### config.mk
export PLATFORM = sky130hd
export DESIGN_NAME = ab2lp_queue
export DESIGN_NICKNAME = d
export VERILOG_FILES = /design/src/design/ab2lp_pkg.sv /design/src/design/ab2lp_queue.sv
export SDC_FILE = /design/constraint.sdc
export NUM_CORES = 1
export LEC_CHECK = 0
export CAP_MARGIN = 20
export CORE_MARGIN = 5
export CORE_UTILIZATION = 35
export CTS_CLUSTER_DIAMETER = 100
export DETAILED_ROUTE_END_ITERATION = 8
export DONT_BUFFER_PORTS = 1
export GPL_TIMING_DRIVEN = 0
export PLACE_DENSITY = 0.47
export SLEW_MARGIN = 30
export SYNTH_ARGS = -nofsm -noshare
export SYNTH_HDL_FRONTEND = slang
export SYNTH_SLANG_ARGS = --single-unit
### constraint.sdc
create_clock -name clk_i -period 5.85 [get_ports clk_i]
set_input_delay 1.17 -clock clk_i [delete_from_list [all_inputs] [get_ports clk_i]]
set_output_delay 1.17 -clock clk_i [all_outputs]
set_load 0.1 [all_outputs]
### src/design/ab2lp_pkg.sv
// Shared types and constants of the Annex-B to length-prefixed NAL converter.
package ab2lp_pkg;

  // Capacity of the converted-unit store in bytes.
  localparam int UNIT_BYTES = 65536;

  localparam int AddrW       = $clog2(UNIT_BYTES);
  localparam int PtrW        = AddrW + 1;
  localparam int ExtW        = PtrW + 1;
  localparam int LenW        = 17;
  localparam int CntW        = 32;
  localparam int HeldW       = 2;
  localparam int PrefixBytes = 4;
  localparam int PrefixW     = $clog2(PrefixBytes);
  localparam int MaxEmit     = 4;
  localparam int EmitW       = $clog2(MaxEmit + 1);
  localparam int StepW       = $clog2(MaxEmit + PrefixBytes + 1);
  localparam int QDepth      = 4;
  localparam int QPtrW       = $clog2(QDepth);

  localparam logic [HeldW-1:0] HeldMax   = 2'd3;
  localparam logic [HeldW-1:0] HeldStart = 2'd2;
  localparam logic [7:0]       StartByte = 8'h01;

  localparam logic ActWrite = 1'b0;
  localparam logic ActRead  = 1'b1;

  typedef struct packed {
    logic       action;
    logic [7:0] in_byte;
    logic       in_last;
  } in_t;

  typedef struct packed {
    logic [7:0]      out_byte;
    logic            out_valid;
    logic            out_last;
    logic [LenW-1:0] unit_length;
    logic            overflow;
    logic            refused;
  } out_t;

  // One classified request for the back end: stores, prefix patch, read.
  typedef struct packed {
    logic             is_read;
    logic [AddrW-1:0] rd_addr;
    logic [EmitW-1:0] n_emit;
    logic [ExtW-1:0]  ebase;
    logic [7:0]       last_val;
    logic             patch;
    logic [PtrW-1:0]  pbase;
    logic [CntW-1:0]  pcount;
    out_t             res;
  } cmd_t;

  typedef struct packed {
    logic push;
    cmd_t cmd;
  } push_t;

  typedef enum logic [1:0] {
    BK_IDLE,
    BK_RUN,
    BK_DONE
  } back_state_e;

endpackage

### src/design/ab2lp_queue.sv
// Short command queue between the front and back ends.
module ab2lp_queue (
  input  logic             clk_i,
  input  logic             rst_ni,
  input  ab2lp_pkg::push_t push_i,
  output logic             full_o,
  input  logic             pop_i,
  output logic             empty_o,
  output ab2lp_pkg::cmd_t  head_o
);

  ab2lp_pkg::cmd_t              entry_q [ab2lp_pkg::QDepth];
  logic [ab2lp_pkg::QPtrW-1:0]  wr_q, wr_d;
  logic [ab2lp_pkg::QPtrW-1:0]  rd_q, rd_d;
  logic [ab2lp_pkg::QPtrW:0]    cnt_q, cnt_d;
  logic                         do_push, do_pop;

  assign full_o  = (cnt_q == (ab2lp_pkg::QPtrW + 1)'(ab2lp_pkg::QDepth));
  assign empty_o = (cnt_q == '0);
  assign head_o  = entry_q[rd_q];
  assign do_push = push_i.push && !full_o;
  assign do_pop  = pop_i && !empty_o;

  always_comb begin
    wr_d  = do_push ? wr_q + ab2lp_pkg::QPtrW'(1) : wr_q;
    rd_d  = do_pop ? rd_q + ab2lp_pkg::QPtrW'(1) : rd_q;
    cnt_d = cnt_q;
    if (do_push && !do_pop) begin
      cnt_d = cnt_q + (ab2lp_pkg::QPtrW + 1)'(1);
    end else if (do_pop && !do_push) begin
      cnt_d = cnt_q - (ab2lp_pkg::QPtrW + 1)'(1);
    end
  end

  always_ff @(posedge clk_i) begin
    if (do_push) begin
      entry_q[wr_q] <= push_i.cmd;
    end
  end

  always_ff @(posedge clk_i or negedge rst_ni) begin
    if (!rst_ni) begin
      wr_q  <= '0;
      rd_q  <= '0;
      cnt_q <= '0;
    end else begin
      wr_q  <= wr_d;
      rd_q  <= rd_d;
      cnt_q <= cnt_d;
    end
  end

endmodule

Word level (Yosys, flattened, before mapping)
Memory sizes are Yosys's and may differ from the RTL's.
Index checks and enable logic that the tools add are counted.
{"block": "op_classes", "add_sub_neg": 4, "eq_ne": 1, "n_mux": 4, "reduce_logical": 10}
{"op": "$mux 3", "n": 2}
{"op": "$add 2x1->2 const B", "n": 2}
{"op": "$logic_and 1x1->1", "n": 4}
{"op": "$logic_not 1->1", "n": 4}
{"op": "$add 3x1->3 const B", "n": 1}
{"op": "$eq 3x3->1 const B", "n": 1}
{"op": "$logic_not 3->1", "n": 1}
{"op": "$sub 3x1->3 const B", "n": 1}
{"op": "$mux 1", "n": 2}
{"op": "$reduce_bool 2->1", "n": 1}
{"block": "totals", "ff_bits": 7, "ram_bits": 500, "input_bits": 129, "word_cells": 23, "mem_count": 1}
{"memory": "entry_q", "depth": 4, "word_bits": 125, "read_ports": 1, "rd_clocked_by_memory_dff": 0, "wr": 1, "line": "ab2lp_queue.sv:12", "text": "ab2lp_pkg::cmd_t entry_q [ab2lp_pkg::QDepth];"}

Depth between registers and ports, before layout
Gate-level depths: netlist (run 1).
{"block": "depth", "word_depth": 7, "ltp_mapped": 9, "depth_no_buf": 8}

Least setup slack after synthesis (run 1)
No wires, ideal clock.
{"block": "synth_timing", "path_kind": "reg-to-reg", "from": "reg cnt_q[0] (netlist bit)", "to": "mem entry_q[0][0] (netlist bit) (enable)", "arrival_ps": 4497, "setup_slack_ps": 541, "stages_incl_launch_ff": 5, "cell_sequence": "dfrtp_1 nor3b_1 nor2b_1 buf_2 and2_1"}
{"block": "synth_between", "elab_chain_cells": 5}
{"item": "from (decl)", "line": "ab2lp_queue.sv:15", "text": "logic [ab2lp_pkg::QPtrW:0] cnt_q, cnt_d;"}
{"item": "from (signal assigned)", "line": "ab2lp_queue.sv:49", "text": "cnt_q <= cnt_d;"}
{"item": "$eq 3x3->1", "line": "ab2lp_queue.sv:18", "text": "assign full_o = (cnt_q == (ab2lp_pkg::QPtrW + 1)'(ab2lp_pkg::QDepth));"}
{"item": "net full_o", "line": "ab2lp_queue.sv:6", "text": "output logic full_o,"}
{"item": "$logic_not 1->1", "line": "ab2lp_queue.sv:21", "text": "assign do_push = push_i.push && !full_o;"}
{"item": "$logic_and 1x1->1", "line": "ab2lp_queue.sv:21"}
{"item": "net do_push", "line": "ab2lp_queue.sv:16", "text": "logic do_push, do_pop;"}
{"item": "$mux 1", "line": "ab2lp_queue.sv:36", "text": "if (do_push) begin"}
{"item": "$mux 1 (implied by the code)", "line": "ab2lp_queue.sv:37", "text": "entry_q[wr_q] <= push_i.cmd;"}
{"item": "to (decl)", "line": "ab2lp_queue.sv:12"}
The timed path passes the listed nets, and every way through them passes these cells.

==> impl_metrics.json, run 1 <==
{
  "synth-seq-cells": 507,
  "syn_avg_cell_area_sq_um": 26.7,
  "finalHoldViolations": 0,
  "r2r-end": "entry_q[2][51]",
  "ctsResizeCount": 0,
  "fin_crit_sh": 0.650,
  "synthCells": 689,
  "clk_latency_ns": 0.58,
  "required_ns": 4.68,
  "synth_warnings": 0,
  "fp.dieH_um": 239,
  "arrival_ns": 2.63,
  "timing.rr.start": "cnt_q[2]",
  "nFillCells": 4514,
  "crit_start": "rd_q[1]",
  "core.rowCount": 84,
  "cts-htree-levels": 2,
  "die_area_sq_um": 57300,
  "hold_class": "input pin to asynchronous set/reset pin",
  "cts_sinks": 507,
  "antenna_found_initial": 1,
  "initial_utilization": 0.352,
  "avgRoutedWirePerCell_um": 25.3,
  "dp_hpwl_um": 25500,
  "wl_um": 37600,
  "slowest_stage": "mux4_2",
  "vias": 7333,
  "worst-setup-path-type": "register to output port",
  "fin_nets": 894,
  "final.setup.worst_slack_ns": 2.05,
  "firstDrtPassIters": 5,
  "drc": 0,
  "worstMarginPinSlew_ns": 0.861,
  "diodes": 0,
  "cap_violations": 0,
  "io_buffers": 0,
  "drive_gt1_frac": 0.309,
  "status": "complete, no violations",
  "setup_tns_ns": 0,
  "multiInputGateArea_sq_um": 3050,
  "path_buf_inv": 2,
  "rsz0062_at_grt": "no",
  "grt-ovfl-total": 0,
  "synth_cell_types": 20,
  "reg2regPathDepth": 6,
  "crit_end": "head_o[42]",
  "cts_tree": "built",
  "path_depth": 3,
  "grt_pass1_vias": 8132,
  "cts_buffer_depth": 3,
  "path_delay_family": "buffers and inverters",
  "grt_start_max_net_pins": 37,
  "regArea_sq_um": 15200,
  "antenna_left": 0,
  "r2r_setup_slack_ns": 3.44,
  "post-place-cells": 1393,
  "endpoint_kind": "output port",
  "slowest_delay_ns": 0.75,
  "crit_chain": "buf_2 > clkbuf_1 > mux4_2",
  "path_max_fanout": 10,
  "grtUsageTotal": 0.130,
  "root_buffer": "clkbuf_16",
  "synth_area_sq_um": 18400,
  "grt_pass1_wl_um": 54900,
  "viasPerCell": 4.92,
  "cts_setup_buffers": 0,
  "final_area_sq_um": 21300,
  "fin_worst_skew_ns": 0.0135,
  "die_w_um": 239,
  "gp_congestion": 0.694,
  "fmax_mhz": 263,
  "place_ws_ns": 2.55,
  "io_pins": 256,
  "worst_setup_path_start_kind": "register",
  "setup_violations": 0,
  "clk_pin_slew_ns": 0.06,
  "fin_cells": 1490,
  "cts_buffers": 52,
  "period_minus_slack_ns": 3.80,
  "yosysSeqAreaShare": 0.825,
  "ctsHoldBuffers": 0,
  "drv_slew": 0,
  "syn_nets": 824,
  "dpl_cell_area_sq_um": 19600,
  "drt_iter0_drc": 364,
  "core_sq_um": 52300,
  "area_growth_pct": 15.5,
  "relSlewSlack": 0.425
}
-- cell usage after synthesis --
library cell,count,share of area
xnor2_1,4,0.0019
and2_1,4,0.0014
inv_1,4,0.00082
nor2b_1,1,0.00034
xor2_1,2,0.00095
buf_2,16,0.0044
clkbuf_1,7,0.0014
nor2_1,1,0.00020
ha_1,5,0.0034
buf_4,1,0.00041
nor3b_1,1,0.00041
nand2_1,1,0.00020
fa_1,1,0.0011
dfrtp_1,7,0.0095
mux4_2,125,0.15
buf_6,5,0.0031
edfxtp_1,500,0.82
nand3_1,1,0.00027
mux2_2,2,0.0012
or3_1,1,0.00034
-- sequential cells by signal, summed over array words and instances (netlist names) --
register,cells
entry_q,500
cnt_q,3
rd_q,2
wr_q,2
-- stage by stage --
stage                     utilization  hold slack (ns)
final                           0.406            0.279
after global routing            0.406            0.237
after CTS                       0.406            0.231
after detailed placement        0.375            0.464
after global placement          0.368            0.470
after floorplan                     -            0.447
-- how the worst min path moves through the flow --
| stage | startpoint | endpoint | slack [ns] | cells past startpoint |
|---|---|---|---|---|
| final | rst_ni | cnt_q[1] | 0.28 | 0 |
| after global routing | rst_ni | cnt_q[1] | 0.24 | 0 |
| after CTS | rst_ni | cnt_q[0] | 0.23 | 0 |
| after detailed placement | cnt_q[2] | cnt_q[2] | 0.46 | 1 |
| after global placement | cnt_q[2] | cnt_q[2] | 0.47 | 1 |
| after floorplan | cnt_q[2] | cnt_q[2] | 0.45 | 1 |
-- final cells by class --
type	instances	share of cell area
Clock buffer	60	0.0636
Sequential cell	507	0.715
Clock inverter	37	0.0137
Inverter	4	0.000707
Multi-Input combinational cell	149	0.143
Tap cell	688	0.0405
Buffer	29	0.00801
Timing Repair Buffer	16	0.0154
-- cells in the final DEF, fill, tap and decap left out, drive strengths merged --
master,instances
edfxtp,500
mux4,125
clkbuf,67
buf,38
clkinv,29
dfrtp,7
inv,7
ha,5
and2,4
xnor2,4
bufinv,4
mux2,2
xor2,2
nor3b,1
nor2b,1
or3,1
nand2,1
nand3,1
nor2,1
fa,1
clkinvlp,1
-- metal layers --
metal,global-route usage,vias to the layer above,part of all wire,routed length [um]
met5,0,-,0,0
met4,0.0365,0,0.021,790
met3,0.0459,46,0.074,2790
met2,0.228,202,0.54,20200
met1,0.151,3956,0.37,13800
li1,-,3129,-,-
-- kinds of logic (layout without fill, tap and decap cells) --
kind of cell | count (synthesis) | count (layout) | synth area share
buf+inv | 33 | 146 | 0.0101
flops | 507 | 507 | 0.825
mux | 127 | 127 | 0.154
simple gates | 10 | 10 | 0.00313
xor+xnor | 6 | 6 | 0.00286
fa+ha+maj | 6 | 6 | 0.00449
Power of run 1 is left out: the tool's default activity adds up to more than one toggle a clock period on the data nets, which glitch-free logic cannot reach.
==> run 2, diff against run 1 <==
- PLACE_DENSITY: 0.47 -> 0.49
- clock period: 5.85 -> 3.14 ns (I/O delays scaled with it)
==> run 2 against run 1 <==
Clock skew shrank 0.0045 ns. Non-clock buffer count decreased by 2. Critical endpoint is now head_o[71]. Clock-buffer cell count grew 3. Worst hold slack worse by 0.14 ns. Worst setup slack worse by 1.9 ns. Cell count is 0.27% lower.
==> impl_metrics.json, run 2 (synthesis results as in run 1) <==
{
  "crit_chain": "buf_6 > buf_2 > mux4_2",
  "regMostFlops": "entry_q",
  "area_growth_pct": 16.0,
  "root_buffer": "clkbuf_16",
  "worstMarginPinSlew_ns": 0.820,
  "grt-ovfl-total": 0,
  "drv_slew": 0,
  "status": "complete, no violations",
  "firstDrtPassIters": 4,
  "final.setup.worst_slack_ns": 0.135,
  "path_buf_inv": 2,
  "required_ns": 2.51,
  "rsz0062_at_grt": "no",
  "cts_tree": "built",
  "gp_congestion": 0.707,
  "io_pins": 256,
  "die_w_um": 239,
  "reg_top3": "entry_q (500), cnt_q (3)",
  "fmax_mhz": 333,
  "antenna_found_initial": 0,
  "diodes": 0,
  "vias": 7284,
  "dp_hpwl_um": 24500,
  "hold_class": "input pin to register",
  "antenna_left": 0,
  "cts_buffers": 53,
  "reg2regPathDepth": 6,
  "clk_latency_ns": 0.58,
  "io_buffers": 0,
  "min-delay-start": "push_i[8]",
  "fin_nets": 893,
  "grt_pass1_vias": 8055,
  "place_ws_ns": 0.416,
  "grt_start_max_net_pins": 43,
  "min_path_cells": 0,
  "cts-htree-levels": 2,
  "clk_pin_slew_ns": 0.06,
  "relSlewSlack": 0.453,
  "r2r-end": "entry_q[2][58]",
  "drc": 0,
  "fin_crit_sh": 0.957,
  "final_cell_mix": "edfxtp_1 (500), mux4_2 (125), clkbuf_16 (55)",
  "setup_violations": 0,
  "grtUsageTotal": 0.126,
  "fp.dieH_um": 239,
  "worst-setup-path-type": "register to output port",
  "cap_violations": 0,
  "largest_reg_flops": 500,
  "cts_setup_buffers": 0,
  "path_delay_family": "multiplexers",
  "worst_setup_path_start_kind": "register",
  "fin_worst_skew_ns": 0.00904,
  "cts_buffer_depth": 3,
  "slowest_delay_ns": 0.85,
  "avgRoutedWirePerCell_um": 24.5,
  "slowest_stage": "mux4_2",
  "arrival_ns": 2.38,
  "fin_hold_ws_ns": 0.137,
  "drt_iter0_drc": 391,
  "path_max_fanout": 10,
  "grt_pass1_wl_um": 54100,
  "finalHoldViolations": 0,
  "endpoint_kind": "output port",
  "drive_gt1_frac": 0.316,
  "viasPerCell": 4.90,
  "core_sq_um": 52300,
  "wl_um": 36500,
  "core.rowCount": 84,
  "period_minus_slack_ns": 3.01,
  "timing.rr.start": "cnt_q[2]",
  "initial_utilization": 0.352,
  "die_area_sq_um": 57300,
  "r2r_setup_slack_ns": 0.92,
  "cts_sinks": 507,
  "layout_commonest_cell": "edfxtp_1",
  "whs_endpoint": "entry_q[3][8]"
}
run 2: changes by cell type in the layout (fill, tap and decap cells not counted), moves of 5 or more:
cell,before,now
buf_12,15,6
buf_4,1,6
clkinv_2,16,10
clkbuf_1,14,8
buf_2,16,8
buf_16,1,6
clkbuf_2,0,7
run 2: per-stage QoR:
step                      area, sq um  setup TNS, ns  utilization  instances
after floorplan                 18400              0            -        689
after global placement          19300        -467.20        0.368       1377
after detailed placement        19600              0        0.374       1390
after CTS                       21300              0        0.408       1486
after global routing            21300              0        0.408       1486
final                           21300              0        0.408       1486
run 2: final cells by class:
type / count / area [sq um]
Buffer: 29 / 206
Fill cell: 4531 / 31000
Multi-Input combinational cell: 149 / 3050
Tap cell: 688 / 861
Clock inverter: 32 / 302
Timing Repair Buffer: 14 / 310
Inverter: 4 / 15.0
Clock buffer: 63 / 1410
Sequential cell: 507 / 15200
run 2: routing by layer:
| metal | global-route usage | wire, um |
|---|---|---|
| met2 | 0.220 | 19200 |
| met1 | 0.142 | 13000 |
| met4 | 0.0375 | 896 |
| met5 | 0 | 0 |
| met3 | 0.0548 | 3290 |
run 2: worst max-delay path by stage:
stage	slack (ns)	cells past startpoint	start	endpoint
final	0.13	3	rd_q[0]	head_o[71]
after floorplan	0.17	4	cnt_q[0]	entry_q[0][0]
after global placement	-0.96	4	cnt_q[2]	entry_q[1][59]
after global routing	0.004	3	rd_q[0]	head_o[71]
after CTS	0.003	3	rd_q[0]	head_o[26]
after detailed placement	0.42	3	rd_q[1]	head_o[50]
run 2: what timing repair did:
action,4_1_cts,5_1_grt
endpoints found under the hold margin,7,0
endpoints found under the setup margin,104,27
hold buffers,1,0
resized for setup,13,4
Power of run 2 is left out for the same reason.
==> run 3, diff against run 2 <==
- PLACE_DENSITY: 0.49 -> 0.63
- SLEW_MARGIN: 30 -> unset
==> run 3 against run 2 <==
Maximum frequency is 1.3% higher. Critical path type unchanged. Via count rose by 0.15%. Register-to-register slack got worse by 0.63 ns. Sequential share of layout area up 0.33 points. Non-clock buffer count decreased by 5. Utilization decreased by 0.19 points. Worst setup slack improved by 0.040 ns. Cell area down 0.46%.
==> impl_metrics.json, run 3 (synthesis results as in run 1) <==
{
  "drc": 0,
  "grt-ovfl-total": 0,
  "worst-setup-path-type": "register to output port",
  "fp.dieH_um": 239,
  "grt_start_max_net_pins": 53,
  "die_area_sq_um": 57300,
  "cap_violations": 0,
  "worst_setup_path_start_kind": "register",
  "diodes": 0,
  "cts_setup_buffers": 0,
  "cts_tree": "built",
  "viasPerCell": 4.92,
  "cts_buffers": 52,
  "io_buffers": 0,
  "avgRoutedWirePerCell_um": 24.6,
  "layout_commonest_cell": "edfxtp_1",
  "core_sq_um": 52300,
  "fmax_mhz": 337,
  "gp_congestion": 0.675,
  "largest_reg_flops": 500,
  "core.rowCount": 84,
  "grt_pass1_vias": 8010,
  "cts_buffer_depth": 3,
  "fin_hold_ws_ns": 0.137,
  "cts_sinks": 507,
  "initial_utilization": 0.352,
  "dp_hpwl_um": 22900,
  "relSlewSlack": 0.262,
  "fin_nets": 887,
  "nFillCells": 4505,
  "post-place-cells": 1385,
  "wl_um": 36500,
  "fin_worst_skew_ns": 0.0136,
  "final.setup.worst_slack_ns": 0.175,
  "grtUsageTotal": 0.126,
  "reg_top3": "entry_q (500), cnt_q (3)",
  "endpoint_kind": "output port",
  "regMostFlops": "entry_q",
  "period_minus_slack_ns": 2.97,
  "required_ns": 2.51,
  "clk_pin_slew_ns": 0.06,
  "io_pins": 256,
  "place_ws_ns": 0.291,
  "drv_slew": 0,
  "grt_pass1_wl_um": 53300,
  "finalHoldViolations": 0,
  "fin_crit_sh": 0.944,
  "rsz0062_at_grt": "no",
  "hold_class": "input pin to register",
  "root_buffer": "clkbuf_16",
  "vias": 7295,
  "status": "complete, no violations",
  "cts-htree-levels": 2,
  "clk_latency_ns": 0.58,
  "path_max_fanout": 10,
  "firstDrtPassIters": 4,
  "arrival_ns": 2.34,
  "final_cell_mix": "edfxtp_1 (500), mux4_2 (125), clkbuf_16 (53)",
  "antenna_found_initial": 0,
  "area_growth_pct": 15.4,
  "fin_util": 0.406,
  "setup_violations": 0,
  "drt_iter0_drc": 402,
  "die_w_um": 239,
  "antenna_left": 0,
  "worstMarginPinSlew_ns": 1.11,
  "drive_gt1_frac": 0.308,
  "fin_cells": 1484
}
[run 3: repair_timing]
action                                  in CTS  in global routing
hold buffers                                 1                  0
endpoints found under the setup margin     109                 82
hold endpoints to repair                     7                  0
gates cloned                                 0                  0
gates resized for setup                      9                 16
[run 3: metrics by stage]
step | setup TNS (ns) | area [sq um]
6_report | 0 | 21200
5_1_grt | 0 | 21200
4_1_cts | -1.42 | 21200
3_5_place_dp | 0 | 19500
3_3_place_gp | -610.72 | 19300
2_1_floorplan | 0 | 18400
[run 3: layout make-up]
type | count | area (sq um) | area share
flip-flops and latches | 507 | 15200 | 0.715
multi-input cells | 149 | 3050 | 0.144
clock buffers | 65 | 1370 | 0.0646
well taps | 688 | 861 | 0.0405
clock inverters | 33 | 304 | 0.0143
repair buffers | 9 | 230 | 0.0108
plain buffers | 29 | 221 | 0.0104
inverters | 4 | 15.0 | 0.000707
[run 3: worst paths after layout]
kind	start	to	slack [ns]	cells after the start
hold / removal	push_i[85]	entry_q[1][85]	0.14	0
min in group asynchronous	rst_ni	cnt_q[2]	0.37	1
max in group asynchronous	rst_ni	rd_q[1]	2.53	1
setup / recovery	rd_q[1]	head_o[72]	0.17	4
hold reg to reg	cnt_q[2]	cnt_q[2]	0.49	1
setup reg to reg	cnt_q[0]	cnt_q[1]	0.29	7
[run 3: critical path, stage by stage, from the launching register on]
cell and delay, ns:
dfrtp_1 0.32, buf_4 0.22, buf_4 0.24, buf_2 0.32, mux4_2 0.64
[run 3: layer usage]
layer | global-route usage | wire [um] | share of wire | vias up
met1 | 0.146 | 13300 | 0.36 | 3876
met2 | 0.207 | 18200 | 0.50 | 240
met5 | 0 | 0 | 0 | -
li1 | - | - | - | 3119
met4 | 0.0325 | 714 | 0.020 | 0
met3 | 0.0670 | 4280 | 0.12 | 60
Power of run 3 is left out for the same reason.
