File: src/design/ab2lp_pkg.sv
// Shared types and constants of the Annex-B to length-prefixed NAL converter.
package ab2lp_pkg;

  // Capacity of the converted-unit store in bytes.
  localparam int UNIT_BYTES = 65536;

  localparam int AddrW       = $clog2(UNIT_BYTES);
  localparam int PtrW        = AddrW + 1;
  localparam int ExtW        = PtrW + 1;
  localparam int LenW        = 17;
  localparam int CntW        = 32;
  localparam int HeldW       = 2;
  localparam int PrefixBytes = 4;
  localparam int PrefixW     = $clog2(PrefixBytes);
  localparam int MaxEmit     = 4;
  localparam int EmitW       = $clog2(MaxEmit + 1);
  localparam int StepW       = $clog2(MaxEmit + PrefixBytes + 1);
  localparam int QDepth      = 4;
  localparam int QPtrW       = $clog2(QDepth);

  localparam logic [HeldW-1:0] HeldMax   = 2'd3;
  localparam logic [HeldW-1:0] HeldStart = 2'd2;
  localparam logic [7:0]       StartByte = 8'h01;

  localparam logic ActWrite = 1'b0;
  localparam logic ActRead  = 1'b1;

  typedef struct packed {
    logic       action;
    logic [7:0] in_byte;
    logic       in_last;
  } in_t;

  typedef struct packed {
    logic [7:0]      out_byte;
    logic            out_valid;
    logic            out_last;
    logic [LenW-1:0] unit_length;
    logic            overflow;
    logic            refused;
  } out_t;

  // One classified request for the back end: stores, prefix patch, read.
  typedef struct packed {
    logic             is_read;
    logic [AddrW-1:0] rd_addr;
    logic [EmitW-1:0] n_emit;
    logic [ExtW-1:0]  ebase;
    logic [7:0]       last_val;
    logic             patch;
    logic [PtrW-1:0]  pbase;
    logic [CntW-1:0]  pcount;
    out_t             res;
  } cmd_t;

  typedef struct packed {
    logic push;
    cmd_t cmd;
  } push_t;

  typedef enum logic [1:0] {
    BK_IDLE,
    BK_RUN,
    BK_DONE
  } back_state_e;

endpackage

File: src/design/ab2lp_front.sv
// Front end: accepts requests, parses start codes and books store space.
module ab2lp_front (
  input  logic              clk_i,
  input  logic              rst_ni,
  input  logic              in_valid_i,
  input  ab2lp_pkg::in_t    in_req_i,
  input  logic              q_full_i,
  output logic              in_stall_o,
  output ab2lp_pkg::push_t  push_o
);

  logic [ab2lp_pkg::HeldW-1:0] held_q, held_d;
  logic                        open_q, open_d;
  logic                        fresh_q, fresh_d;
  logic [ab2lp_pkg::CntW-1:0]  cnt_q, cnt_d;
  logic [ab2lp_pkg::PtrW-1:0]  pp_q, pp_d;
  logic [ab2lp_pkg::PtrW-1:0]  wp_q, wp_d;
  logic [ab2lp_pkg::PtrW-1:0]  rp_q, rp_d;
  logic                        ready_q, ready_d;
  logic                        ovf_q, ovf_d;

  logic                        accept;
  logic                        is_zero, is_sc;
  logic [ab2lp_pkg::HeldW-1:0] held_nx;
  logic [ab2lp_pkg::EmitW-1:0] n_raw, eff_n;
  logic [7:0]                  last_val;
  logic                        pref;
  logic [ab2lp_pkg::ExtW-1:0]  ebase, total;
  logic                        over;
  logic [ab2lp_pkg::PtrW-1:0]  wp_new, pp_new;
  logic                        ovf_new;
  logic [ab2lp_pkg::CntW-1:0]  cnt_base, cnt_new;
  logic [ab2lp_pkg::CntW:0]    csum;
  logic                        fresh_new;
  logic [ab2lp_pkg::PtrW-1:0]  rp_inc;
  logic                        rd_ok, rd_end;
  ab2lp_pkg::cmd_t             cmd;

  assign accept     = in_valid_i && !q_full_i;
  assign in_stall_o = q_full_i;

  // Zero-run tracking and emission count for one write byte.
  always_comb begin
    is_zero  = (in_req_i.in_byte == 8'd0);
    is_sc    = (in_req_i.in_byte == ab2lp_pkg::StartByte) && (held_q >= ab2lp_pkg::HeldStart);
    held_nx  = held_q;
    n_raw    = '0;
    last_val = 8'd0;
    if (is_zero) begin
      if (held_q != ab2lp_pkg::HeldMax) begin
        held_nx = held_q + ab2lp_pkg::HeldW'(1);
      end else begin
        n_raw = ab2lp_pkg::EmitW'(1);
      end
    end else if (is_sc) begin
      held_nx = '0;
    end else begin
      n_raw    = ab2lp_pkg::EmitW'(held_q) + ab2lp_pkg::EmitW'(1);
      held_nx  = '0;
      last_val = in_req_i.in_byte;
    end
    // Flush held zeros into the open NAL at the end of the unit.
    if (in_req_i.in_last) begin
      n_raw   = n_raw + ab2lp_pkg::EmitW'(held_nx);
      held_nx = '0;
    end

    eff_n    = open_q ? n_raw : '0;
    pref     = fresh_q && (eff_n != '0);
    ebase    = ab2lp_pkg::ExtW'(wp_q)
             + (pref ? ab2lp_pkg::ExtW'(ab2lp_pkg::PrefixBytes) : '0);
    total    = ebase + ab2lp_pkg::ExtW'(eff_n);
    over     = total > ab2lp_pkg::ExtW'(ab2lp_pkg::UNIT_BYTES);
    wp_new   = over ? ab2lp_pkg::PtrW'(ab2lp_pkg::UNIT_BYTES) : total[ab2lp_pkg::PtrW-1:0];
    ovf_new  = ovf_q || over;
    pp_new   = pref ? wp_q : pp_q;
    cnt_base = pref ? '0 : cnt_q;
    csum     = {1'b0, cnt_base} + (ab2lp_pkg::CntW + 1)'(eff_n);
    cnt_new  = csum[ab2lp_pkg::CntW] ? '1 : csum[ab2lp_pkg::CntW-1:0];
    fresh_new = fresh_q && !pref;

    rp_inc = rp_q + ab2lp_pkg::PtrW'(1);
    rd_ok  = ready_q && (rp_q < wp_q);
    rd_end = (rp_inc == wp_q);
  end

  // Classify the request, build the back-end command, advance the state.
  always_comb begin
    held_d  = held_q;
    open_d  = open_q;
    fresh_d = fresh_q;
    cnt_d   = cnt_q;
    pp_d    = pp_q;
    wp_d    = wp_q;
    rp_d    = rp_q;
    ready_d = ready_q;
    ovf_d   = ovf_q;
    cmd     = '0;

    if (in_req_i.action == ab2lp_pkg::ActRead) begin
      cmd.is_read = rd_ok;
      cmd.rd_addr = rp_q[ab2lp_pkg::AddrW-1:0];
      if (rd_ok) begin
        cmd.res.out_valid   = 1'b1;
        cmd.res.out_last    = rd_end;
        cmd.res.unit_length = ab2lp_pkg::LenW'(wp_q);
        cmd.res.overflow    = ovf_q;
        if (accept) begin
          rp_d = rp_inc;
          if (rd_end) begin
            ready_d = 1'b0;
            wp_d    = '0;
            rp_d    = '0;
            ovf_d   = 1'b0;
          end
        end
      end
    end else if (ready_q) begin
      cmd.res.refused     = 1'b1;
      cmd.res.unit_length = ab2lp_pkg::LenW'(wp_q);
      cmd.res.overflow    = ovf_q;
    end else begin
      cmd.n_emit   = eff_n;
      cmd.ebase    = ebase;
      cmd.last_val = last_val;
      if (is_sc) begin
        // Close the previous NAL: patch its prefix with the final count.
        cmd.patch  = open_q && !fresh_q;
        cmd.pbase  = pp_q;
        cmd.pcount = cnt_q;
      end else begin
        cmd.patch  = in_req_i.in_last && open_q && !fresh_new;
        cmd.pbase  = pp_new;
        cmd.pcount = cnt_new;
      end
      if (in_req_i.in_last) begin
        cmd.res.unit_length = ab2lp_pkg::LenW'(wp_new);
        cmd.res.overflow    = ovf_new;
      end
      if (accept) begin
        held_d  = held_nx;
        wp_d    = wp_new;
        ovf_d   = ovf_new;
        pp_d    = pp_new;
        cnt_d   = cnt_new;
        fresh_d = fresh_new;
        if (is_sc) begin
          open_d  = 1'b1;
          fresh_d = 1'b1;
        end
        if (in_req_i.in_last) begin
          open_d  = 1'b0;
          fresh_d = 1'b0;
          cnt_d   = '0;
          held_d  = '0;
          pp_d    = '0;
          rp_d    = '0;
          ready_d = (wp_new != '0);
          ovf_d   = (wp_new != '0) ? ovf_new : 1'b0;
        end
      end
    end
  end

  assign push_o.push = accept;
  assign push_o.cmd  = cmd;

  always_ff @(posedge clk_i or negedge rst_ni) begin
    if (!rst_ni) begin
      held_q  <= '0;
      open_q  <= 1'b0;
      fresh_q <= 1'b0;
      cnt_q   <= '0;
      pp_q    <= '0;
      wp_q    <= '0;
      rp_q    <= '0;
      ready_q <= 1'b0;
      ovf_q   <= 1'b0;
    end else begin
      held_q  <= held_d;
      open_q  <= open_d;
      fresh_q <= fresh_d;
      cnt_q   <= cnt_d;
      pp_q    <= pp_d;
      wp_q    <= wp_d;
      rp_q    <= rp_d;
      ready_q <= ready_d;
      ovf_q   <= ovf_d;
    end
  end

endmodule

File: config.mk
export PLATFORM = sky130hd
export DESIGN_NAME = ab2lp_front
export DESIGN_NICKNAME = d
export VERILOG_FILES = /design/src/design/ab2lp_pkg.sv /design/src/design/ab2lp_front.sv
export SDC_FILE = /design/constraint.sdc
export NUM_CORES = 1
export LEC_CHECK = 0
export ABC_AREA = 1
export BUFFER_PORTS_ARGS = -buffer_cell sky130_fd_sc_hd__buf_2
export CAP_MARGIN = 15
export CELL_PAD_IN_SITES_DETAIL_PLACEMENT = 1
export CELL_PAD_IN_SITES_GLOBAL_PLACEMENT = 1
export CORE_UTILIZATION = 40
export DETAILED_ROUTE_END_ITERATION = 8
export MAX_ROUTING_LAYER = met4
export PLACE_DENSITY = 0.8
export SYNTH_ARGS = -nofsm -noshare
export SYNTH_HDL_FRONTEND = slang
export SYNTH_SLANG_ARGS = --single-unit
File: constraint.sdc
create_clock -name clk_i -period 7.22 [get_ports clk_i]
set_input_delay 0.361 -clock clk_i [delete_from_list [all_inputs] [get_ports clk_i]]
set_output_delay 0.361 -clock clk_i [all_outputs]
set_load 0.005 [all_outputs]
---- After elaboration in Yosys (flattened, before gate mapping) ----
Index checks and enable logic that the tools add are counted.
word-level totals
  bits in registers ....................... 89
  output and inout port bits .............. 127
  logic and storage cells ................. 108
cells by class
  $add $sub $neg .......................... 7
  magnitude comparators ................... 3
  equality and inequality tests ........... 7
  mux-type cells .......................... 57
  bitwise logic cells ..................... 2
  reductions and logical operators ........ 23
operator list
  kind                                                             number
  2-to-1 mux 17 bit                                                17
  2-to-1 mux 79 bit                                                2
  2-to-1 mux 32 bit                                                3
  2-to-1 mux 18 bit                                                3
  2-to-1 mux 50 bit                                                1
  adder 32 x 3 -> 33 bit                                           1
  2-to-1 mux 20 bit                                                1
  2-to-1 mux 1 bit                                                 19
  adder 17 x 3 -> 18 bit                                           1
  adder 18 x 3 -> 18 bit                                           1
  greater-than comparator 18 x 17 -> 1 bit, second input constant  1
  adder 17 x 1 -> 17 bit, second input constant                    1
  == test 17 bit                                                   1
  < comparator 17 bit                                              1
  nonzero test 17 bit                                              1
  2-to-1 mux 8 bit                                                 2
  2-to-1 mux 3 bit                                                 5
  AND reduction 4 bit                                              3
  == test 8 x 1 -> 1 bit, second input constant                    1
  logical AND 1 bit                                                8
  logical NOT 8 bit                                                1
  2-to-1 mux 2 bit                                                 4
  != test 2 x 1 -> 1 bit, second input constant                    3
  AND reduction 3 bit                                              2
  10 further kinds                                                 16

---- Depth between registers and ports, before layout ----
Gate-level depths: netlist of run 1.
  depth after elaboration ................. 20
  depth in mapped cells ................... 41

---- Worst setup path after synthesis of run 1 ----
Ideal clock, no wire load.
  path kind ............................... reg-to-output
  start point ............................. reg held_q[0] (netlist bit)
  end point ............................... out push_o[8] (netlist bit)
  arrival ................................. 5.029 ns
  data required time ...................... 6.859 ns
  slack ................................... 1.830 ns
  stages on the path, launching flop included .. 39
  path through ............................ dfrtp_1 > inv_1 > ha_1 > o21ai_1 > nor2_1 > nand2_2 > clkbuf_1 > clkbuf_1 > nand2_1 > nand2_1 > ha_1 > inv_1 > o21ai_1 > inv_2 > nand3_2 > nand2_2 > buf_8 > buf_8 > [3 not listed] > ha_1 > nand3_1 > nand2_1 > nand3_1 > nor2_1 > nand3_2 > inv_1 > nand3_1 > nand2_1 > nand2_1 > nor2_1 > nand2_1 > nand2_4 > nand2_2 > inv_2 > buf_6 > nand2_1 > o32ai_1
RTL lines
  item                    line                RTL
  from (decl)             ab2lp_front.sv:12   logic [ab2lp_pkg::HeldW-1:0] held_q, held_d;
  from (signal assigned)  ab2lp_front.sv:180  held_q <= held_d;
  to (decl)               ab2lp_front.sv:9    output ab2lp_pkg::push_t push_o

==> results of run 1 <==
[layer usage]
metal	track usage [%]	up-vias
met5	-	-
met1	39.5	4762
met3	2.82	61
li1	-	4631
met4	9.60	0
met2	48.4	280
[stage by stage]
stage / util, % / area, um^2
4_1_cts: 45.4 / 9890
3_3_place_gp: 43.9 / 9560
2_1_floorplan: - / 8880
5_1_grt: 45.5 / 9890
3_5_place_dp: 43.9 / 9560
6_report: 45.5 / 9890
[worst paths after layout]
check,from,cells past startpoint,to,slack (ns)
max,held_q[0],36,push_o[10],0.67
min,rst_ni,2,pp_q[5],0.42
max reg2reg,held_q[0],32,ovf_q,1.34
min reg2reg,ovf_q,2,ovf_q,0.56
max in group asynchronous,rst_ni,3,rp_q[5],5.52
min in group clk_i,in_req_i[0],5,ready_q,0.46
[cell type report]
| class | instances | area, um^2 |
|---|---|---|
| fillers | 3007 | 11900 |
| multi-input cells | 1023 | 5460 |
| flip-flops and latches | 89 | 2230 |
| inverters | 213 | 800 |
| repair buffers | 141 | 737 |
| well taps | 280 | 350 |
| clock buffers | 9 | 225 |
| clock inverters | 7 | 90.1 |
| diodes | 1 | 2.50 |
[flip-flops by register name (all words and copies together) (netlist names)]
register  cells
wp_q         17
rp_q         17
held_q        2
fresh_q       1
cnt_q        32
ovf_q         1
pp_q         17
ready_q       1
open_q        1
[cell usage after synthesis, drive strengths merged]
cell type / count / area, um^2
a211oi: 2 / 15.0
a21o: 3 / 22.5
a21oi: 19 / 95.1
a22o: 4 / 35.0
a31oi: 1 / 6.26
buf: 35 / 269
clkbuf: 35 / 133
clkinv: 3 / 11.3
conb: 1 / 3.75
dfrtp: 89 / 2230
fa: 2 / 40.0
ha: 32 / 400
inv: 210 / 788
nand2: 374 / 1450
nand3: 107 / 616
nand3b: 17 / 128
nand4: 28 / 190
nor2: 179 / 792
nor3: 8 / 55.1
o2111ai: 1 / 8.76
o211ai: 25 / 188
o21a: 1 / 7.51
o21ai: 108 / 556
o21bai: 12 / 90.1
o22ai: 28 / 175
o31ai: 1 / 7.51
o32ai: 17 / 149
or2: 8 / 50.1
or4: 1 / 7.51
xnor2: 2 / 17.5
xor2: 35 / 314
[logic make-up after synthesis]
| group | synth area share, % |
|---|---|
| adder cells (fa/ha/maj) | 4.98 |
| AO/OA/AOI/OAI | 15.3 |
| other | 0.0424 |
| AND/OR/NAND/NOR | 37.2 |
| buffers and inverters | 13.6 |
| flip-flops | 25.2 |
| XOR/XNOR | 3.75 |
[where the power goes]
group / leakage (nW) / total [mW] / internal [mW] / switching (mW)
Combinational: 4.21 / 1.24 / 0.437 / 0.798
Sequential: 1.21 / 0.827 / 0.632 / 0.195
Clock: 0.147 / 0.521 / 0.276 / 0.245
[what timing repair did]
action	CTS	global route
hold buffers	1	0
endpoints found under the hold margin	20	0
gates resized for setup	0	1
endpoints found under the setup margin	0	14
==> results.yml, run 1 <==
routing:
  wirelength_um: 32400
  highest_layer: "met4"
  ant_nets: 0
  drt_pass1_iterations: 5
  met2_length_um: 15200
  wl_met3_um: 1480
  first_iter_violations: 645
  wl_met1_um: 14900
  post_drt_wl_per_cell_um: 18.4
  vias_per_cell: 5.52
  drc: 0
  via_count: 9734
finish:
  layoutNonFillerInstCount: 1763
  final_cell_mix: "358 x nand2_1, 201 x inv_1, 149 x nor2_1"
  area_growth_pct: 11.8
  layout_commonest_cell: "nand2_1"
  final_nets: 1525
  layout-drive-gt1-share_pct: 16.1
global_routing:
  grt_max_degree: 86
  overflow: 0
  antenna_found_initial: 1
  grt_util_all_layers_pct: 30.0
  grt_first_pass_wirelength_um: 51300
  grt_pass1_vias: 9516
job:
  max_cap_violations: 0
clock_network:
  cts_buffers: 9
  h-tree-depth: 3
  insertion_delay_ns: 0.37
  cts_root_buf: "clkbuf_16"
  cts_setup_buffers: 0
  clockBufferDepth: 2
  clock_sinks: 89
  cts_tree: "done"
  clk_pin_slew_ns: 0.08
sta:
  max_freq_ghz: 0.153
  setup_viol: 0
  max_slew_margin_pct: 34.4
  post-route-period-util_pct: 90.7
  skew_ns: 0.00737
  rsz0062_at_grt: "no"
  hold_viol: 0
  timing.final.crit_period_ns: 6.55
  worst_pin_slew_ns: 0.984
  drv_slew: 0
  setup_tns_ns: 0
  timing.final.ws_setup_ns: 0.669
  hold_ws_ns: 0.416
power:
  leakage_nw: 5.57
  irDropWorstVdd_mv: 0.124
  powerDensity_nw_per_um2: 261
  p_total_mw: 2.58
synthesis:
  ys_ff_latch: 89
  seq_area_frac_synth_pct: 25.2
  yosys_warnings: 0
  syn-cell-area_um2: 8850
  syn_area_per_cell_um2: 6.38
  syn_inst: 1388
  ys_types: 50
place:
  gp_congestion: 0.953
  dp_hpwl_um: 24600
  detailedPlace.worstSlack_ns: 1.01
  dp.cells: 1745
  io_buffers: 132
critical_path:
  crit_arrival_ns: 6.19
  cp_max_fo: 16
  cp_num_buf_inv: 7
  cp.required_ns: 6.86
  path_class: "reg2out"
  crit_path_start_kind: "register"
  cp_common_cell: "nand2_1"
  path_delay_family: "simple AND/OR/NAND/NOR gates"
  critPathMaxStageDelay_ns: 0.44
  end_kind: "output port"
  critPathSlowestCell: "inv_1"
hold_path:
  hold_path.class: "in2async"
floorplan:
  die_area_um2: 22700
  die_w_um: 151
  pin_count: 141
  start_util_pct: 40.7
  rows: 54
  fp.dieH_um: 151
  core_area_um2: 21800
run_status:
  outcome: "completed"
Note: power is estimated with default switching activity, not from simulation.
==> run 2, diff against run 1 <==
Settings changed: BUFFER_PORTS_ARGS -buffer_cell sky130_fd_sc_hd__buf_2 to -buffer_cell sky130_fd_sc_hd__buf_4, PLACE_DENSITY 0.8 to 0.92.
==> run 2 against run 1 <==
  * The flow now finishes with violations (DRC)
  * Non-clock buffer count fell by 1
  * Die area did not move
  * Sequential cell count did not move
  * Core utilization rose by 1.5 points
  * Total power rose by 3.0%
  * Sequential share of layout area fell by 0.71 points
  * Routed wire length rose by 3.5%
  * First-iteration DRC count rose by 0.16%
  * Largest power group unchanged
==> results.yml, run 2 (synthesis gave the netlist of run 1 again) <==
global_routing:
  overflow: 0
  antenna_found_initial: 1
  grt_pass1_vias: 10000
  grt_max_degree: 83
  grt_util_all_layers_pct: 31.0
  grt_first_pass_wirelength_um: 53100
floorplan:
  die_area_um2: 22700
  start_util_pct: 40.7
  fp.dieH_um: 151
  rows: 54
  pin_count: 141
  core_area_um2: 21800
  die_w_um: 151
power:
  powerDensity_nw_per_um2: 261
  leakage_nw: 5.58
  irDropWorstVdd_mv: 0.132
routing:
  post_drt_wl_per_cell_um: 19.0
  vias_per_cell: 5.63
  wirelength_um: 33500
  drc: 1
  ant_nets: 0
  via_count: 9923
  drt_pass1_iterations: 7
  first_iter_violations: 646
place:
  gp_congestion: 0.987
  io_buffers: 132
  dp_hpwl_um: 25100
clock_network:
  h-tree-depth: 3
  cts_root_buf: "clkbuf_16"
  cts_buffers: 9
  clock_sinks: 89
  clk_pin_slew_ns: 0.07
  cts_setup_buffers: 0
  cts_tree: "done"
  cts_resized: 0
  insertion_delay_ns: 0.36
  clockBufferDepth: 2
  cts_hold_buffers: 0
critical_path:
  cp_num_buf_inv: 8
  critPathSlowestCell: "dfrtp_1"
  path_delay_family: "simple AND/OR/NAND/NOR gates"
  crit_start: "held_q[0]"
  end_kind: "output port"
  cp.required_ns: 6.86
  cp_max_fo: 16
  cp_common_cell: "nand2_2"
  crit_path_start_kind: "register"
  critPathMaxStageDelay_ns: 0.43
  reg2reg_from: "held_q[0]"
  path_class: "reg2out"
  crit_arrival_ns: 6.15
finish:
  regMostFlops: "cnt_q"
  final_cell_mix: "358 x nand2_1, 201 x inv_1, 150 x nor2_1"
  layout_commonest_cell: "nand2_1"
  area_growth_pct: 15.4
  largest_reg_flops: 32
  layout-drive-gt1-share_pct: 16.0
  final_util_pct: 46.9
  final_nets: 1524
job:
  max_cap_violations: 0
sta:
  drv_slew: 0
  setup_viol: 0
  rsz0062_at_grt: "no"
  timing.final.crit_period_ns: 6.51
  max_freq_ghz: 0.154
  post-route-period-util_pct: 90.1
  setup_tns_ns: 0
  worst_pin_slew_ns: 1.06
  max_slew_margin_pct: 28.8
  skew_ns: 0.0130
  hold_viol: 0
run_status:
  violations: "DRC"
  outcome: "complete, but fails checks"
hold_path:
  hold_path.class: "in2async"
[run 2: cell type report]
class | count | area, um^2
Timing Repair Buffer | 140 | 1050
Antenna cell | 1 | 2.50
Fill cell | 2939 | 11500
Inverter | 213 | 800
Clock buffer | 10 | 239
Clock inverter | 5 | 85.1
Sequential cell | 89 | 2230
Tap cell | 280 | 350
Multi-Input combinational cell | 1023 | 5460
[run 2: report_power, final]
part | internal (mW) | total, mW | leakage [nW] | switching (mW)
clock | 0.314 | 0.539 | 0.156 | 0.225
sequential | 0.633 | 0.821 | 1.21 | 0.189
combinational | 0.483 | 1.30 | 4.21 | 0.819
total | 1.43 | 2.66 | 5.58 | 1.23
[run 2: metal layers]
layer  global-route usage [%]  up-vias  part of all wire, %
met2                     51.3      362                   49
met1                     37.5     4834                   41
met3                     4.48       90                  6.8
met4                     13.5        0                  3.4
li1                         -     4637                    -
met5                        -        -                    0
[run 2: metrics by stage]
stage,power (mW),hold WS (ns),setup slack (ns),cell area [um^2],instances
after detailed placement,2.10,0.427,1.24,9890,1745
after CTS,2.65,0.0467,0.758,10200,1760
after floorplan,1.61,0.0654,1.83,8880,1395
after global placement,2.02,0.423,1.49,9890,1745
final,2.66,0.0169,0.713,10200,1761
after global routing,2.85,0.0662,0.152,10200,1761
[run 2: path summary, 6_finish.rpt]
check / end / slack [ns] / depth (start not counted)
hold reg to reg: ovf_q / 0.56 / 2
setup / recovery: push_o[11] / 0.71 / 37
max in group asynchronous: wp_q[11] / 6.12 / 2
hold / removal: pp_q[1] / 0.02 / 1
min in group clk_i: ready_q / 0.45 / 5
setup reg to reg: ovf_q / 1.42 / 36
[run 2: worst register-to-register path, delay by kind of cell (launching register included)]
family / cells / cell delay [ns]
AND/OR/NAND/NOR: 22 / 2.58
adder cells (fa/ha/maj): 5 / 1.27
buffers and inverters: 5 / 0.61
AO/OA/AOI/OAI: 3 / 0.54
flip-flops: 1 / 0.43
XOR/XNOR: 1 / 0.26
==> run 3, diff against run 2 <==
Settings changed: CORE_UTILIZATION 40 to 41, PLACE_DENSITY 0.92 to 0.93.
==> run 3 against run 2 <==
  * The run now ends clean
  * Fmax fell by 1.4%
  * Count of clock-buffer cells in the layout rose by 2
  * Combinational power barely moved
  * Design area fell by 0.32%
==> results.yml, run 3 (synthesis gave the netlist of run 1 again) <==
run_status:
  outcome: "completed"
sta:
  max_slew_margin_pct: 25.9
  setup_tns_ns: 0
  max_freq_ghz: 0.152
  timing.final.ws_setup_ns: 0.622
  rsz0062_at_grt: "no"
  drv_slew: 0
  worst_pin_slew_ns: 1.11
  skew_ns: 0.00999
  timing.final.crit_period_ns: 6.60
  setup_viol: 0
  hold_viol: 0
  post-route-period-util_pct: 91.4
place:
  dp_hpwl_um: 25000
  io_buffers: 132
  detailedPlace.worstSlack_ns: 0.880
  gp_congestion: 0.997
critical_path:
  cp_common_cell: "nand2_2"
  path_class: "reg2out"
  cp_num_buf_inv: 7
  critPathMaxStageDelay_ns: 0.44
  cp.required_ns: 6.86
  end_kind: "output port"
  path_delay_family: "simple AND/OR/NAND/NOR gates"
  cp_max_fo: 22
  crit_arrival_ns: 6.24
  crit_path_start_kind: "register"
  critPathSlowestCell: "dfrtp_1"
routing:
  vias_per_cell: 5.70
  ant_nets: 0
  wirelength_um: 33400
  first_iter_violations: 832
  drc: 0
  via_count: 10000
  drt_pass1_iterations: 5
  post_drt_wl_per_cell_um: 19.0
finish:
  final_util_pct: 48.3
  layout-drive-gt1-share_pct: 15.9
  final_nets: 1524
  final_cell_mix: "358 x nand2_1, 200 x inv_1, 149 x nor2_1"
  layout_commonest_cell: "nand2_1"
  regMostFlops: "cnt_q"
  largest_reg_flops: 32
  area_growth_pct: 15.0
  antenna_cells: 0
power:
  leakage_nw: 5.55
  p_total_mw: 2.62
  irDropWorstVdd_mv: 0.157
  powerDensity_nw_per_um2: 257
global_routing:
  overflow: 0
  grt_pass1_vias: 9883
  antenna_found_initial: 0
  grt_first_pass_wirelength_um: 53100
  grt_max_degree: 83
  grt_util_all_layers_pct: 31.5
floorplan:
  rows: 53
  die_w_um: 149
  start_util_pct: 42.0
  fp.dieH_um: 149
  pin_count: 141
  die_area_um2: 22200
  core_area_um2: 21100
job:
  max_cap_violations: 0
clock_network:
  clockBufferDepth: 2
  cts_setup_buffers: 0
  h-tree-depth: 3
  cts_buffers: 9
  clk_pin_slew_ns: 0.07
  insertion_delay_ns: 0.35
  clock_sinks: 89
  cts_root_buf: "clkbuf_16"
  cts_tree: "done"
hold_path:
  hold_path.class: "in2reg"
run 3: timing repair:
action	CTS	global route
endpoints found under the setup margin	0	14
hold buffers	1	0
gates resized for setup	0	2
hold endpoints to repair	25	0
run 3: cell type report:
class | count | area (um^2)
Inverter | 213 | 803
Timing Repair Buffer | 140 | 1060
Multi-Input combinational cell | 1023 | 5460
Clock inverter | 4 | 51.3
Clock buffer | 12 | 236
Fill cell | 2874 | 10900
Sequential cell | 89 | 2230
Tap cell | 275 | 344
run 3: tightest hold or removal path: stages:
cell and delay (ns):
buf_4 0.15, nand2_1 0.07, nor2_1 0.04, nand2_1 0.06, a21oi_1 0.06
run 3: report_power, final:
part / internal (mW) / switching, mW / total (mW)
sequential: 0.633 / 0.186 / 0.819
combinational: 0.483 / 0.822 / 1.30
clock: 0.270 / 0.223 / 0.493
total: 1.39 / 1.23 / 2.62
run 3: routing by layer:
| layer | vias to the layer above | GRT usage, % | routed length (um) |
|---|---|---|---|
| met4 | 0 | 13.3 | 1380 |
| met5 | - | - | 0 |
| li1 | 4632 | - | - |
| met1 | 4874 | 40.1 | 13900 |
| met3 | 101 | 4.13 | 2270 |
| met2 | 403 | 50.3 | 15800 |
run 3: worst paths after layout:
| path | start | cells after the start | endpoint | slack (ns) |
|---|---|---|---|---|
| setup / recovery | held_q[0] | 30 | push_o[17] | 0.62 |
| hold / removal | in_req_i[0] | 5 | ready_q | 0.44 |
| setup reg to reg | held_q[0] | 30 | ovf_q | 1.06 |
| hold reg to reg | cnt_q[30] | 2 | cnt_q[30] | 0.55 |
| max in group asynchronous | rst_ni | 3 | cnt_q[2] | 5.50 |
| min in group asynchronous | rst_ni | 2 | pp_q[6] | 0.48 |
run 3: through the flow:
| stage | area, um^2 | hold WS [ns] | instances |
|---|---|---|---|
| 2_1_floorplan | 8880 | 0.0654 | 1395 |
| 3_3_place_gp | 9880 | 0.301 | 1739 |
| 3_5_place_dp | 9880 | 0.307 | 1739 |
| 4_1_cts | 10200 | 0.431 | 1756 |
| 5_1_grt | 10200 | 0.445 | 1756 |
| 6_report | 10200 | 0.443 | 1756 |
